===== src/hw/rtl/rpd_pkg.sv =====
// Shared types, register codes, reset values and helpers for the RC PWM decoder.
// No dependencies.
package rpd_pkg;

    localparam logic [2:0] CFG_STEER_MIN = 3'd0;
    localparam logic [2:0] CFG_STEER_MAX = 3'd1;
    localparam logic [2:0] CFG_PEDAL_MIN = 3'd2;
    localparam logic [2:0] CFG_PEDAL_MAX = 3'd3;
    localparam logic [2:0] CFG_MARGIN    = 3'd4;
    localparam logic [2:0] CFG_ERR_LIMIT = 3'd5;
    localparam logic [2:0] CFG_STEP_THR  = 3'd6;
    localparam logic [2:0] CFG_WEIGHT    = 3'd7;

    localparam logic [2:0] ALL_FRESH = 3'b111;

    typedef struct packed {
        logic [15:0] steer_min;
        logic [15:0] steer_max;
        logic [15:0] pedal_min;
        logic [15:0] pedal_max;
        logic [15:0] margin;
        logic [7:0]  err_limit;
        logic [7:0]  step_thr;
        logic [7:0]  weight;
    } t_cfg;

    localparam t_cfg CFG_RESET = '{
        steer_min: 16'd1000, steer_max: 16'd2000,
        pedal_min: 16'd1000, pedal_max: 16'd2000,
        margin: 16'd100, err_limit: 8'd10, step_thr: 8'd2, weight: 8'd128
    };

    typedef enum logic [3:0] {
        S_IDLE, S_FILT_A, S_FILT_B, S_FILT_C, S_DECIDE, S_MAP_SEL,
        S_MUL, S_DIV_GO, S_DIV_WAIT, S_APPLY, S_OUT
    } t_state;

    typedef enum logic [2:0] {
        R_LOW_SAT, R_LOW_LIN, R_MID, R_HIGH_LIN, R_HIGH_SAT
    } t_region;

    function automatic logic in_window(logic [31:0] w, logic [15:0] mn,
                                       logic [15:0] mx, logic [15:0] margin);
        logic signed [33:0] sw;
        logic signed [33:0] lo;
        logic signed [33:0] hi;
        sw = $signed({2'b00, w});
        lo = $signed({18'd0, mn}) - $signed({18'd0, margin});
        hi = $signed({18'd0, mx}) + $signed({18'd0, margin});
        return (sw > lo) && (sw < hi);
    endfunction

    function automatic logic step_over(logic signed [9:0] a, logic signed [9:0] b,
                                       logic [7:0] thr);
        logic signed [10:0] d;
        d = 11'(a) - 11'(b);
        if (d < 0) begin
            d = -d;
        end
        return d > $signed({3'b000, thr});
    endfunction

endpackage


===== src/hw/rtl/rc_pwm_command_decoder_top.sv =====
// RC PWM command decoder: edge capture, window check, IIR filter, mapping.
// Level events and incomplete or failing polls finish in idle. A passing poll filters all
// three channels (9x32 and 8x32 multipliers), skips mapping on excessive errors, else maps
// steering and pedal, linear segments on the 8-step serial divider. One item at a time; the
// output register lets the next item in while a result waits. Synchronous active-low reset
// clears control, filter and held state only. Depends on rpd_pkg, rpd_cfg_regs, rpd_serial_div.
module rc_pwm_command_decoder_top #(
    parameter int TIMER_BITS        = 32,
    parameter int EMERGENCY_LOW_US  = 1000,
    parameter int EMERGENCY_HIGH_US = 2000
) (
    input  logic              i_clk,
    input  logic              i_rst_n,
    input  logic              i_cfg_valid,
    output logic              o_cfg_ready,
    input  logic [2:0]        i_cfg_index,
    input  logic [15:0]       i_cfg_data,
    input  logic              i_valid,
    output logic              o_ready,
    input  logic              i_kind,
    input  logic [1:0]        i_channel,
    input  logic              i_level,
    input  logic [31:0]       i_time_us,
    output logic              o_valid,
    input  logic              i_ready,
    output logic signed [7:0] o_steering,
    output logic [7:0]        o_throttle,
    output logic [7:0]        o_brake,
    output logic              o_emergency
);
    localparam logic [31:0] EM_MID   = 32'((EMERGENCY_LOW_US + EMERGENCY_HIGH_US) / 2);
    localparam logic [15:0] EM_LOW   = 16'(EMERGENCY_LOW_US);
    localparam logic [15:0] EM_HIGH  = 16'(EMERGENCY_HIGH_US);

    rpd_pkg::t_cfg cfg;

    rpd_cfg_regs u_cfg (
        .i_clk(i_clk), .i_rst_n(i_rst_n), .i_cfg_valid(i_cfg_valid),
        .o_cfg_ready(o_cfg_ready), .i_cfg_index(i_cfg_index),
        .i_cfg_data(i_cfg_data), .o_cfg(cfg)
    );

    rpd_pkg::t_state  r_state, n_state;
    rpd_pkg::t_region r_region, n_region;

    logic [TIMER_BITS-1:0] r_rise [3];
    logic [TIMER_BITS-1:0] n_rise [3];
    logic [31:0] r_pw [3];
    logic [31:0] n_pw [3];
    logic [31:0] r_filt [3];
    logic [31:0] n_filt [3];
    logic [2:0]  r_fresh, n_fresh;
    logic [8:0]  r_err, n_err;
    logic signed [7:0] r_hs, n_hs;
    logic [7:0]  r_ht, n_ht, r_hb, n_hb;
    logic        r_he, n_he;
    logic [1:0]  r_idx, n_idx;
    logic [40:0] r_prod_a, n_prod_a;
    logic [39:0] r_prod_b, n_prod_b;
    logic [15:0] r_x, n_x, r_d, n_d;
    logic [7:0]  r_span, n_span;
    logic [23:0] r_num, n_num;
    logic        r_ov;
    logic signed [7:0] r_os;
    logic [7:0]  r_ot, r_ob;
    logic        r_oe;

    logic accept, div_start, div_done, load_out;
    logic [7:0] quot;
    logic [41:0] filt_sum;
    logic [8:0]  w_new;
    logic [TIMER_BITS-1:0] pw_diff;

    logic [15:0] mn, mx;
    logic [16:0] mid_sum;
    logic signed [33:0] s_f, s_mn, s_mx, s_lo, s_hi, s_xa, s_d;
    logic signed [9:0] v_s, v_t, v_b;

    rpd_serial_div u_div (
        .i_clk(i_clk), .i_rst_n(i_rst_n), .i_start(div_start),
        .i_num(r_num), .i_den(r_d), .o_done(div_done), .o_quot(quot)
    );

    assign accept   = i_valid && o_ready;
    assign w_new    = 9'd256 - {1'b0, cfg.weight};
    assign filt_sum = 42'(r_prod_a) + 42'(r_prod_b);
    assign pw_diff  = i_time_us[TIMER_BITS-1:0] - r_rise[i_channel];

    assign mn      = (r_idx == 2'd0) ? cfg.steer_min : cfg.pedal_min;
    assign mx      = (r_idx == 2'd0) ? cfg.steer_max : cfg.pedal_max;
    assign mid_sum = {1'b0, mn} + {1'b0, mx};
    assign s_f     = $signed({2'b00, r_filt[r_idx]});
    assign s_mn    = $signed({18'd0, mn});
    assign s_mx    = $signed({18'd0, mx});
    assign s_lo    = $signed({18'd0, mid_sum[16:1]}) - $signed({19'd0, cfg.margin[15:1]});
    assign s_hi    = $signed({18'd0, mid_sum[16:1]}) + $signed({19'd0, cfg.margin[15:1]});

    // next state
    always_comb begin
        n_state = r_state;
        case (r_state)
            rpd_pkg::S_IDLE: begin
                if (accept && i_kind && r_fresh == rpd_pkg::ALL_FRESH &&
                    rpd_pkg::in_window(r_pw[0], cfg.steer_min, cfg.steer_max, cfg.margin) &&
                    rpd_pkg::in_window(r_pw[1], cfg.pedal_min, cfg.pedal_max, cfg.margin) &&
                    rpd_pkg::in_window(r_pw[2], EM_LOW, EM_HIGH, cfg.margin)) begin
                    n_state = rpd_pkg::S_FILT_A;
                end
            end
            rpd_pkg::S_FILT_A: n_state = rpd_pkg::S_FILT_B;
            rpd_pkg::S_FILT_B: n_state = rpd_pkg::S_FILT_C;
            rpd_pkg::S_FILT_C:
                n_state = (r_idx == 2'd2) ? rpd_pkg::S_DECIDE : rpd_pkg::S_FILT_A;
            rpd_pkg::S_DECIDE:
                n_state = (r_err > {1'b0, cfg.err_limit}) ? rpd_pkg::S_OUT
                                                           : rpd_pkg::S_MAP_SEL;
            rpd_pkg::S_MAP_SEL:
                n_state = (n_region == rpd_pkg::R_LOW_LIN || n_region == rpd_pkg::R_HIGH_LIN)
                          ? rpd_pkg::S_MUL : rpd_pkg::S_APPLY;
            rpd_pkg::S_MUL:      n_state = rpd_pkg::S_DIV_GO;
            rpd_pkg::S_DIV_GO:   n_state = rpd_pkg::S_DIV_WAIT;
            rpd_pkg::S_DIV_WAIT: if (div_done) n_state = rpd_pkg::S_APPLY;
            rpd_pkg::S_APPLY:
                n_state = (r_idx == 2'd0) ? rpd_pkg::S_MAP_SEL : rpd_pkg::S_OUT;
            rpd_pkg::S_OUT:      if (!r_ov) n_state = rpd_pkg::S_IDLE;
            default:             n_state = rpd_pkg::S_IDLE;
        endcase
    end

    // control outputs
    always_comb begin
        o_ready   = 1'b0;
        div_start = 1'b0;
        load_out  = 1'b0;
        case (r_state)
            rpd_pkg::S_IDLE:   o_ready   = 1'b1;
            rpd_pkg::S_DIV_GO: div_start = 1'b1;
            rpd_pkg::S_OUT:    load_out  = !r_ov;
            default: begin
                o_ready = 1'b0;
            end
        endcase
    end

    // datapath
    always_comb begin
        n_rise = r_rise; n_pw = r_pw; n_filt = r_filt; n_fresh = r_fresh;
        n_err = r_err; n_hs = r_hs; n_ht = r_ht; n_hb = r_hb; n_he = r_he;
        n_idx = r_idx; n_prod_a = r_prod_a; n_prod_b = r_prod_b;
        n_region = r_region; n_x = r_x; n_d = r_d; n_span = r_span; n_num = r_num;
        s_xa = '0; s_d = '0; v_s = '0; v_t = '0; v_b = '0;
        case (r_state)
            rpd_pkg::S_IDLE: begin
                if (accept && !i_kind && i_channel != 2'd3) begin
                    if (i_level) begin
                        n_rise[i_channel] = i_time_us[TIMER_BITS-1:0];
                    end else begin
                        n_pw[i_channel] = 32'(pw_diff);
                        n_fresh[i_channel] = 1'b1;
                    end
                end else if (accept && i_kind && r_fresh == rpd_pkg::ALL_FRESH) begin
                    n_fresh = '0;
                    n_idx   = 2'd0;
                    if (n_state == rpd_pkg::S_FILT_A) begin
                        if (r_err != 9'd0) n_err = r_err - 9'd1;
                    end else if (r_err < {cfg.err_limit, 1'b0}) begin
                        n_err = r_err + 9'd1;
                    end
                end
            end
            rpd_pkg::S_FILT_A: n_prod_a = 41'(w_new) * 41'(r_pw[r_idx]);
            rpd_pkg::S_FILT_B: n_prod_b = 40'(cfg.weight) * 40'(r_filt[r_idx]);
            rpd_pkg::S_FILT_C: begin
                n_filt[r_idx] = filt_sum[39:8];
                n_idx = (r_idx == 2'd2) ? 2'd0 : r_idx + 2'd1;
            end
            rpd_pkg::S_DECIDE: begin
                if (r_err > {1'b0, cfg.err_limit}) n_he = 1'b1;
            end
            rpd_pkg::S_MAP_SEL: begin
                if (s_f <= s_lo) begin
                    if (s_f < s_mn) begin
                        n_region = rpd_pkg::R_LOW_SAT;
                    end else begin
                        n_region = rpd_pkg::R_LOW_LIN;
                        s_xa = s_f - s_mn;
                        s_d  = s_lo - s_mn;
                    end
                end else if (s_f >= s_hi) begin
                    if (s_f > s_mx) begin
                        n_region = rpd_pkg::R_HIGH_SAT;
                    end else begin
                        n_region = rpd_pkg::R_HIGH_LIN;
                        s_xa = s_f - s_hi;
                        s_d  = s_mx - s_hi;
                    end
                end else begin
                    n_region = rpd_pkg::R_MID;
                end
                if (s_d == 34'sd0) begin
                    n_x = '0;
                    n_d = 16'd1;
                end else begin
                    n_x = s_xa[15:0];
                    n_d = s_d[15:0];
                end
                if (r_idx != 2'd0) n_span = 8'd255;
                else if (s_f <= s_lo) n_span = 8'd127;
                else n_span = 8'd128;
            end
            rpd_pkg::S_MUL: n_num = 24'(r_x) * 24'(r_span);
            rpd_pkg::S_APPLY: begin
                case (r_region)
                    rpd_pkg::R_LOW_SAT: begin
                        v_s = 10'sd127; v_b = 10'sd255;
                    end
                    rpd_pkg::R_LOW_LIN: begin
                        v_s = 10'sd127 - $signed({2'b00, quot});
                        v_b = 10'sd255 - $signed({2'b00, quot});
                    end
                    rpd_pkg::R_HIGH_LIN: begin
                        v_s = -$signed({2'b00, quot});
                        v_t = $signed({2'b00, quot});
                    end
                    rpd_pkg::R_HIGH_SAT: begin
                        v_s = -10'sd128; v_t = 10'sd255;
                    end
                    default: begin
                        v_s = '0;
                    end
                endcase
                if (r_idx == 2'd0) begin
                    if (rpd_pkg::step_over(v_s, 10'(r_hs), cfg.step_thr)) n_hs = v_s[7:0];
                    n_idx = 2'd1;
                end else begin
                    if (rpd_pkg::step_over(v_t, $signed({2'b00, r_ht}), cfg.step_thr))
                        n_ht = v_t[7:0];
                    if (rpd_pkg::step_over(v_b, $signed({2'b00, r_hb}), cfg.step_thr))
                        n_hb = v_b[7:0];
                    n_he = r_filt[2] > EM_MID;
                end
            end
            default: begin
                n_idx = r_idx;
            end
        endcase
    end

    always_ff @(posedge i_clk) begin
        if (!i_rst_n) begin
            r_state <= rpd_pkg::S_IDLE;
            r_rise  <= '{default: '0};
            r_pw    <= '{default: '0};
            r_filt  <= '{default: '0};
            r_fresh <= '0;
            r_err   <= '0;
            r_hs    <= '0;
            r_ht    <= '0;
            r_hb    <= '0;
            r_he    <= 1'b0;
            r_idx   <= '0;
            r_ov    <= 1'b0;
        end else begin
            r_state <= n_state;
            r_rise  <= n_rise;
            r_pw    <= n_pw;
            r_filt  <= n_filt;
            r_fresh <= n_fresh;
            r_err   <= n_err;
            r_hs    <= n_hs;
            r_ht    <= n_ht;
            r_hb    <= n_hb;
            r_he    <= n_he;
            r_idx   <= n_idx;
            if (load_out) r_ov <= 1'b1;
            else if (i_ready) r_ov <= 1'b0;
        end
    end

    always_ff @(posedge i_clk) begin
        r_prod_a <= n_prod_a;
        r_prod_b <= n_prod_b;
        r_region <= n_region;
        r_x      <= n_x;
        r_d      <= n_d;
        r_span   <= n_span;
        r_num    <= n_num;
        if (load_out) begin
            r_os <= r_hs;
            r_ot <= r_ht;
            r_ob <= r_hb;
            r_oe <= r_he;
        end
    end

    assign o_valid     = r_ov;
    assign o_steering  = r_os;
    assign o_throttle  = r_ot;
    assign o_brake     = r_ob;
    assign o_emergency = r_oe;
endmodule


===== src/hw/rtl/rpd_cfg_regs.sv =====
// Configuration register file for the RC PWM decoder.
// Depends on rpd_pkg.
module rpd_cfg_regs (
    input  logic              i_clk,
    input  logic              i_rst_n,
    input  logic              i_cfg_valid,
    output logic              o_cfg_ready,
    input  logic [2:0]        i_cfg_index,
    input  logic [15:0]       i_cfg_data,
    output rpd_pkg::t_cfg     o_cfg
);
    rpd_pkg::t_cfg r_cfg;

    assign o_cfg_ready = 1'b1;
    assign o_cfg = r_cfg;

    always_ff @(posedge i_clk) begin
        if (!i_rst_n) begin
            r_cfg <= rpd_pkg::CFG_RESET;
        end else if (i_cfg_valid) begin
            case (i_cfg_index)
                rpd_pkg::CFG_STEER_MIN: r_cfg.steer_min <= i_cfg_data;
                rpd_pkg::CFG_STEER_MAX: r_cfg.steer_max <= i_cfg_data;
                rpd_pkg::CFG_PEDAL_MIN: r_cfg.pedal_min <= i_cfg_data;
                rpd_pkg::CFG_PEDAL_MAX: r_cfg.pedal_max <= i_cfg_data;
                rpd_pkg::CFG_MARGIN:    r_cfg.margin    <= i_cfg_data;
                rpd_pkg::CFG_ERR_LIMIT: r_cfg.err_limit <= i_cfg_data[7:0];
                rpd_pkg::CFG_STEP_THR:  r_cfg.step_thr  <= i_cfg_data[7:0];
                rpd_pkg::CFG_WEIGHT:    r_cfg.weight    <= i_cfg_data[7:0];
                default: r_cfg <= r_cfg;
            endcase
        end
    end
endmodule


===== src/hw/rtl/rpd_serial_div.sv =====
// Restoring divider, one quotient bit per cycle, 8-bit quotient.
// Requires numerator < denominator * 256 and a nonzero denominator. No dependencies.
module rpd_serial_div (
    input  logic        i_clk,
    input  logic        i_rst_n,
    input  logic        i_start,
    input  logic [23:0] i_num,
    input  logic [15:0] i_den,
    output logic        o_done,
    output logic [7:0]  o_quot
);
    logic [23:0] r_rem;
    logic [22:0] r_dsr;
    logic [7:0]  r_q;
    logic [2:0]  r_cnt;
    logic        r_busy;
    logic        r_done;
    logic        bit_q;

    assign bit_q  = r_rem >= {1'b0, r_dsr};
    assign o_done = r_done;
    assign o_quot = r_q;

    always_ff @(posedge i_clk) begin
        if (!i_rst_n) begin
            r_busy <= 1'b0;
            r_done <= 1'b0;
            r_cnt  <= '0;
        end else begin
            r_done <= 1'b0;
            if (i_start) begin
                r_busy <= 1'b1;
                r_cnt  <= 3'd7;
            end else if (r_busy) begin
                r_cnt <= r_cnt - 3'd1;
                if (r_cnt == 3'd0) begin
                    r_busy <= 1'b0;
                    r_done <= 1'b1;
                end
            end
        end
    end

    always_ff @(posedge i_clk) begin
        if (i_start) begin
            r_rem <= i_num;
            r_dsr <= {i_den, 7'd0};
            r_q   <= '0;
        end else if (r_busy) begin
            if (bit_q) begin
                r_rem <= r_rem - {1'b0, r_dsr};
            end
            r_dsr <= r_dsr >> 1;
            r_q   <= {r_q[6:0], bit_q};
        end
    end
endmodule


===== config.mk =====
export PLATFORM = sky130hd
export DESIGN_NAME = rc_pwm_command_decoder_top
export DESIGN_NICKNAME = d
export VERILOG_FILES = /design/src/hw/rtl/rpd_pkg.sv /design/src/hw/rtl/rc_pwm_command_decoder_top.sv /design/src/hw/rtl/rpd_cfg_regs.sv /design/src/hw/rtl/rpd_serial_div.sv
export SDC_FILE = /design/constraint.sdc
export NUM_CORES = 2
export LEC_CHECK = 0
export ABC_AREA = 1
export CAP_MARGIN = 25
export CORE_MARGIN = 2
export CORE_UTILIZATION = 50
export CTS_CLUSTER_SIZE = 25
export DETAILED_ROUTE_END_ITERATION = 16
export DONT_BUFFER_PORTS = 1
export GPL_ROUTABILITY_DRIVEN = 0
export HOLD_SLACK_MARGIN = 0.06
export PLACE_DENSITY = 0.69
export SYNTH_ARGS = -nofsm -noshare
export SYNTH_HDL_FRONTEND = slang
export SYNTH_HIERARCHICAL = 1
export SYNTH_SLANG_ARGS = --single-unit
export TNS_END_PERCENT = 100

===== constraint.sdc =====
create_clock -name i_clk -period 9.85 [get_ports i_clk]
set_clock_uncertainty 0.2 [all_clocks]
set_input_delay 1.4775 -clock i_clk [delete_from_list [all_inputs] [get_ports i_clk]]
set_output_delay 1.4775 -clock i_clk [all_outputs]
set_load 0.01 [all_outputs]

== Yosys cells after proc, flatten, opt, wreduce, memory -nomap -nowiden ==
Index checks and enable logic that the tools add are counted.
Widths: inputs -> output; s select.

* $add $sub $neg: 30
* Multipliers: 3
* Order comparisons: 26
* Equal/unequal tests: 33
* Mux-type cells: 88
* Bitwise operators: 8
* Reductions and logical operators: 51

{| class="wikitable"
|+ Operators with widths
! kind !! number
|-
| $bwmux 96 || 3
|-
| $mux 32 || 8
|-
| $bmux 32 s2 || 3
|-
| $mux 34 || 5
|-
| $demux 32 s2 || 2
|-
| $gt 33x17->1 || 3
|-
| $mux 11 || 9
|-
| $lt 32x17->1 || 3
|-
| $mux 16 || 6
|-
| $mux 24 || 3
|-
| $add 16x16->17 || 3
|-
| $mux 23 || 2
|-
| $pmux 4 s11 || 1
|-
| $add 40x40->40 || 1
|-
| $mul 8x32->40 || 1
|-
| $mul 9x32->40 || 1
|-
| $pmux 10 s4 || 1
|-
| $logic_not 34->1 || 1
|-
| $sub 16x16->17 || 2
|-
| $gt 11x9->1 || 3
|-
| $le 33x17->1 || 1
|-
| $lt 11x1->1 const B || 3
|-
| $neg 11->11 || 3
|-
| $ge 32x17->1 || 1
|-
| other kinds (69) || 170
|}

* Bits in registers: 668
* Input bits: 60
* Output and inout port bits: 28
* Word-level logic and storage cells: 283

== Depth between registers and ports, before layout ==
* Word-level depth: 16
* Mapped depth: 60
* Mapped depth without buffers: 59

== By module ==
Netlist, hierarchy kept.

{| class="wikitable"
|+ Modules (own cells, without submodules)
! module !! times used !! cells each !! area each (um2) !! sequential area each (um2)
|-
| rc_pwm_command_decoder_top || 1 || 7844 || 59054.1 || 11601.1
|-
| rpd_serial_div || 1 || 607 || 4147.7 || 1601.5
|-
| rpd_cfg_regs || 1 || 564 || 4051.4 || 2082.0
|}

== Worst setup path before layout ==
Ideal clock, no wire load.

* Kind: register to register
* Start point: register r_idx[1]
* End point: register r_err[8]
* Setup time: 0.115 ns
* Arrival time: 8.038 ns
* Data required time: 9.535 ns
* Setup slack: 1.497 ns
* Stages on the path, launching flop included: 50
* Path buffers: 6
* Period minus slack after synthesis: 8.353 ns
* Path through: dfxtp_1 nor2_4 buf_2 buf_2 buf_1 clkbuf_1 o21ai_0 ha_1 inv_1 o211ai_1 a31oi_1 o21ai_0 a21boi_0 o21ai_0 xor2_1 ha_1 clkbuf_1 nand2_1 [14 not listed] nand2_2 buf_6 nand3_2 nand4_4 nor2_4 inv_1 fa_1 o21ai_0 a21oi_1 nor2_1 nor2_1 nor2_1 o21a_1 nor2_1 nand2_1 nand2_1 a21oi_1 nor2_1

* Word-level cells in the longest chain between the ends: 16
* Elaborated cells on any way between the ends: 32
* Those cells by class: add/sub: 3; order compare: 4; eq/ne: 5; mux: 15; bitwise: 1; reduce/logical: 4

{| class="wikitable"
|+ Ends and longest elaborated chain
! what !! RTL line !! RTL
|-
| from (decl) || rc_pwm_command_decoder_top.sv:57 || <nowiki>logic [1:0] r_idx, n_idx;</nowiki>
|-
| from (signal assigned) || rc_pwm_command_decoder_top.sv:274 || <nowiki>r_idx <= n_idx;</nowiki>
|-
| branches (longest 12 deep; another with $ge 32x17->1) || n/a ||
|-
| $pmux 4 s11 (*) || rc_pwm_command_decoder_top.sv:101 || <nowiki>case (r_state)</nowiki>
|-
| $eq 4x1->1 (*) || rc_pwm_command_decoder_top.sv:164 || <nowiki>if (n_state == rpd_pkg::S_FILT_A) begin</nowiki>
|-
| $ne 2x1->1 (no line) or $reduce_bool 2->1 (tied branches) || n/a ||
|-
| $reduce_and 5->1 (no line) || n/a ||
|-
| to (signal assigned) || rc_pwm_command_decoder_top.sv:269 || <nowiki>r_err <= n_err;</nowiki>
|-
| to (decl) || rc_pwm_command_decoder_top.sv:53 || <nowiki>logic [8:0] r_err, n_err;</nowiki>
|}

Mark *: on every way between the ends. The select of a mux whose other input is x is not followed.
A chain may end at the register's enable or synchronous reset.

== Worst setup path after layout ==
Same ends and word-level chain as after synthesis.

==> impl_metrics.env <==
export IMPL_crit_path_end_kind="flop"
export IMPL_holdCritPathClass="flop to flop"
export IMPL_synth_edf_count=203
export IMPL_arrival_ps=9630
export IMPL_synth_main_ff_cell="dfxtp_1"
export IMPL_ys_types=75
export IMPL_synthArstFlopShare=0
export IMPL_row_count=134
export IMPL_cp_num_buf_inv=3
export IMPL_synthTopCellsByArea="fa_1, dfxtp_1, ha_1, nand2_1, inv_1"
export IMPL_finalNetCount=10161
export IMPL_cts_tree="done"
export IMPL_tightestPinTransition_ps=1430
export IMPL_ir_worst_vdd_mv=0.145
export IMPL_critPathKind="flop to flop"
export IMPL_drtAntennaViolNets=0
export IMPL_synth_top_area_share=0.146
export IMPL_grt_pass1_vias=58884
export IMPL_track_usage=0.299
export IMPL_drt_iter0_markers=5887
export IMPL_setup_viol=0
export IMPL_dr_wl_met2_um=92800
export IMPL_dr_wl_met3_um=18400
export IMPL_synth_avg_cell_area_um2=7.46
export IMPL_syn_area_um2=67300
export IMPL_yosysWarnings=6
export IMPL_hold_buffers=0
export IMPL_clock_sinks=662
export IMPL_crit_path_start_kind="flop"
export IMPL_drc=0
export IMPL_cts_buffers=77
export IMPL_dpl_hpwl_um=163000
export IMPL_first_pass_iters=6
export IMPL_hold_viol=0
export IMPL_p_leak_nw=37.0
export IMPL_p_per_area_nw_per_um2=110
export IMPL_synth_top_family_by_area="adder cells"
export IMPL_root_buffer="clkbuf_16"
export IMPL_synth_adder_area_share=0.276
export IMPL_top_layer_used="met5"
export IMPL_drive_above_1_share=0.0394
export IMPL_layout_commonest_cell="nand2_1"
export IMPL_grt_max_degree=381
export IMPL_fmax_ghz=0.108
export IMPL_start_util=0.504
export IMPL_postCtsSetupBuffers=0
export IMPL_met1_length_um=85100
export IMPL_yosys_area_share_xor_xnor=0.0419
export IMPL_port_buffers=0
export IMPL_cpPeakStageDelay_ps=660
export IMPL_clockBufferDepth=3
export IMPL_tns_ps=0
export IMPL_viasPerCell=5.67
export IMPL_crit_top_cell="nand2_1"
export IMPL_dieArea_um2=137000
export IMPL_synthMuxAreaShare=0
export IMPL_pre_cts_slack_ps=685
export IMPL_antenna_found_initial=7
export IMPL_synthSimpleGateAreaFrac=0.194
export IMPL_synth_compound_area_share=0.151
export IMPL_area_growth_syn_to_layout_pct=6.82
export IMPL_core_um2=133000
export IMPL_cp_top_family="simple AND/OR/NAND/NOR gates"
export IMPL_syn_inst=9015
export IMPL_h_tree_depth=3
export IMPL_postCtsResizedCells=0
export IMPL_status="finished, final reports clean"
export IMPL_grt_pass1_wl_um=324000
export IMPL_fin_crit_sh=0.937
export IMPL_slew_headroom=0.0483
export IMPL_mostFrequentLayoutCells="nand2_1, inv_1, a21oi_1, ha_1, nor2_1"
export IMPL_wl_per_cell_um=19.3
export IMPL_slew_viol_final=0
export IMPL_drv_cap=0
export IMPL_crit_path_top_delay_cell="dfxtp_1"
export IMPL_synth_fp_nets=10263
export IMPL_vias=60917
export IMPL_rsz0062_at_grt="false"
export IMPL_clk_pin_slew_ps=60
export IMPL_yosysSeqAreaShare=0.227
export IMPL_yosys_area_top_type="fa_1"
export IMPL_synth_seq_cells=662
export IMPL_cp_required_ps=10250
export IMPL_critPathMaxFanout=23
export IMPL_fp_dieW_um=371
export IMPL_fin_ws_ps=616
export IMPL_min_period_ps=9230
export IMPL_die_y_um=371
export IMPL_overflow=0
export IMPL_ios=88
export IMPL_clk_latency_ps=730
export IMPL_wirelength_um=207000
## area by class of cell
cell class | count | area (um2)
Tap cell | 1768 | 2210
Antenna cell | 1 | 2.50
Multi-Input combinational cell | 6434 | 44700
Clock buffer | 91 | 2080
Sequential cell | 662 | 15300
Fill cell | 12698 | 61600
Inverter | 1667 | 6260
Timing Repair Buffer | 71 | 583
Clock inverter | 53 | 698
## registers in the layout, indices dropped and copies added, names as in the netlist, 9 cells and up
register	flops
r_prod_b	40
u_div/r_dsr	23
u_div/r_rem	24
r_err	9
r_num	24
r_d	16
r_x	16
r_pw	96
r_rise	96
r_filt	96
u_cfg/o_cfg	104
r_prod_a	40
## routing by layer
layer	global-route usage	up-vias
met1	0.391	28750
met4	0.142	4
li1	-	28975
met5	0	-
met2	0.480	2647
met3	0.0522	541
## power breakdown
part / leakage, nW / internal [mW] / switching (mW) / total [mW]
clock network: 1.33 / 1.79 / 1.33 / 3.12
registers: 5.54 / 2.84 / 0.0422 / 2.88
logic: 30.2 / 0.637 / 1.29 / 1.93
## kinds of logic after synthesis
family | after synthesis
AOI/OAI and AO/OA | 1811
xor gates and xnor gates | 322
adders and majority gates | 1188
buffers and inverters | 1920
DFF | 662
other | 1
and+or+nand+nor | 3111
## final timing paths
kind,from,end,slack [ps],cells past startpoint
worst max-delay path,r_idx[1],r_err[8],620,50
worst min-delay path,r_hb[1],o_brake[1],240,0
worst max register to register,r_idx[1],r_err[8],620,50
worst min register to register,r_hb[1],o_brake[1],240,0
## through the flow
stage                     hold slack, ps  area, um2  instances  power, mW  utilization
after CTS                            236      71800      10740       7.90        0.538
final                                235      71800      10747       7.92        0.538
after global routing                 256      71800      10746       8.25        0.538
after floorplan                      203      67300       9015       4.29            -
after detailed placement             222      69000      10596       4.79        0.517
after global placement               217      69000      10595       4.75        0.517
## Yosys cell counts (20+ instances only)
| master | instances |
|---|---|
| nor2_1 | 675 |
| buf_1 | 23 |
| nand3_1 | 368 |
| clkbuf_1 | 189 |
| nand4_1 | 81 |
| nor4_1 | 31 |
| ha_1 | 699 |
| a22oi_1 | 22 |
| a21oi_1 | 730 |
| a31oi_1 | 41 |
| o211ai_1 | 85 |
| nand2_1 | 1738 |
| inv_1 | 1645 |
| nor3_1 | 72 |
| a21o_1 | 31 |
| dfxtp_1 | 459 |
| o21ai_0 | 620 |
| xor2_1 | 218 |
| o21bai_1 | 95 |
| o21a_1 | 32 |
| edfxtp_1 | 203 |
| fa_1 | 489 |
| nand3b_1 | 20 |
| or2_2 | 41 |
| o22ai_1 | 44 |
| xnor2_1 | 104 |
No activity file was read; power rests on OpenSTA's default activity.
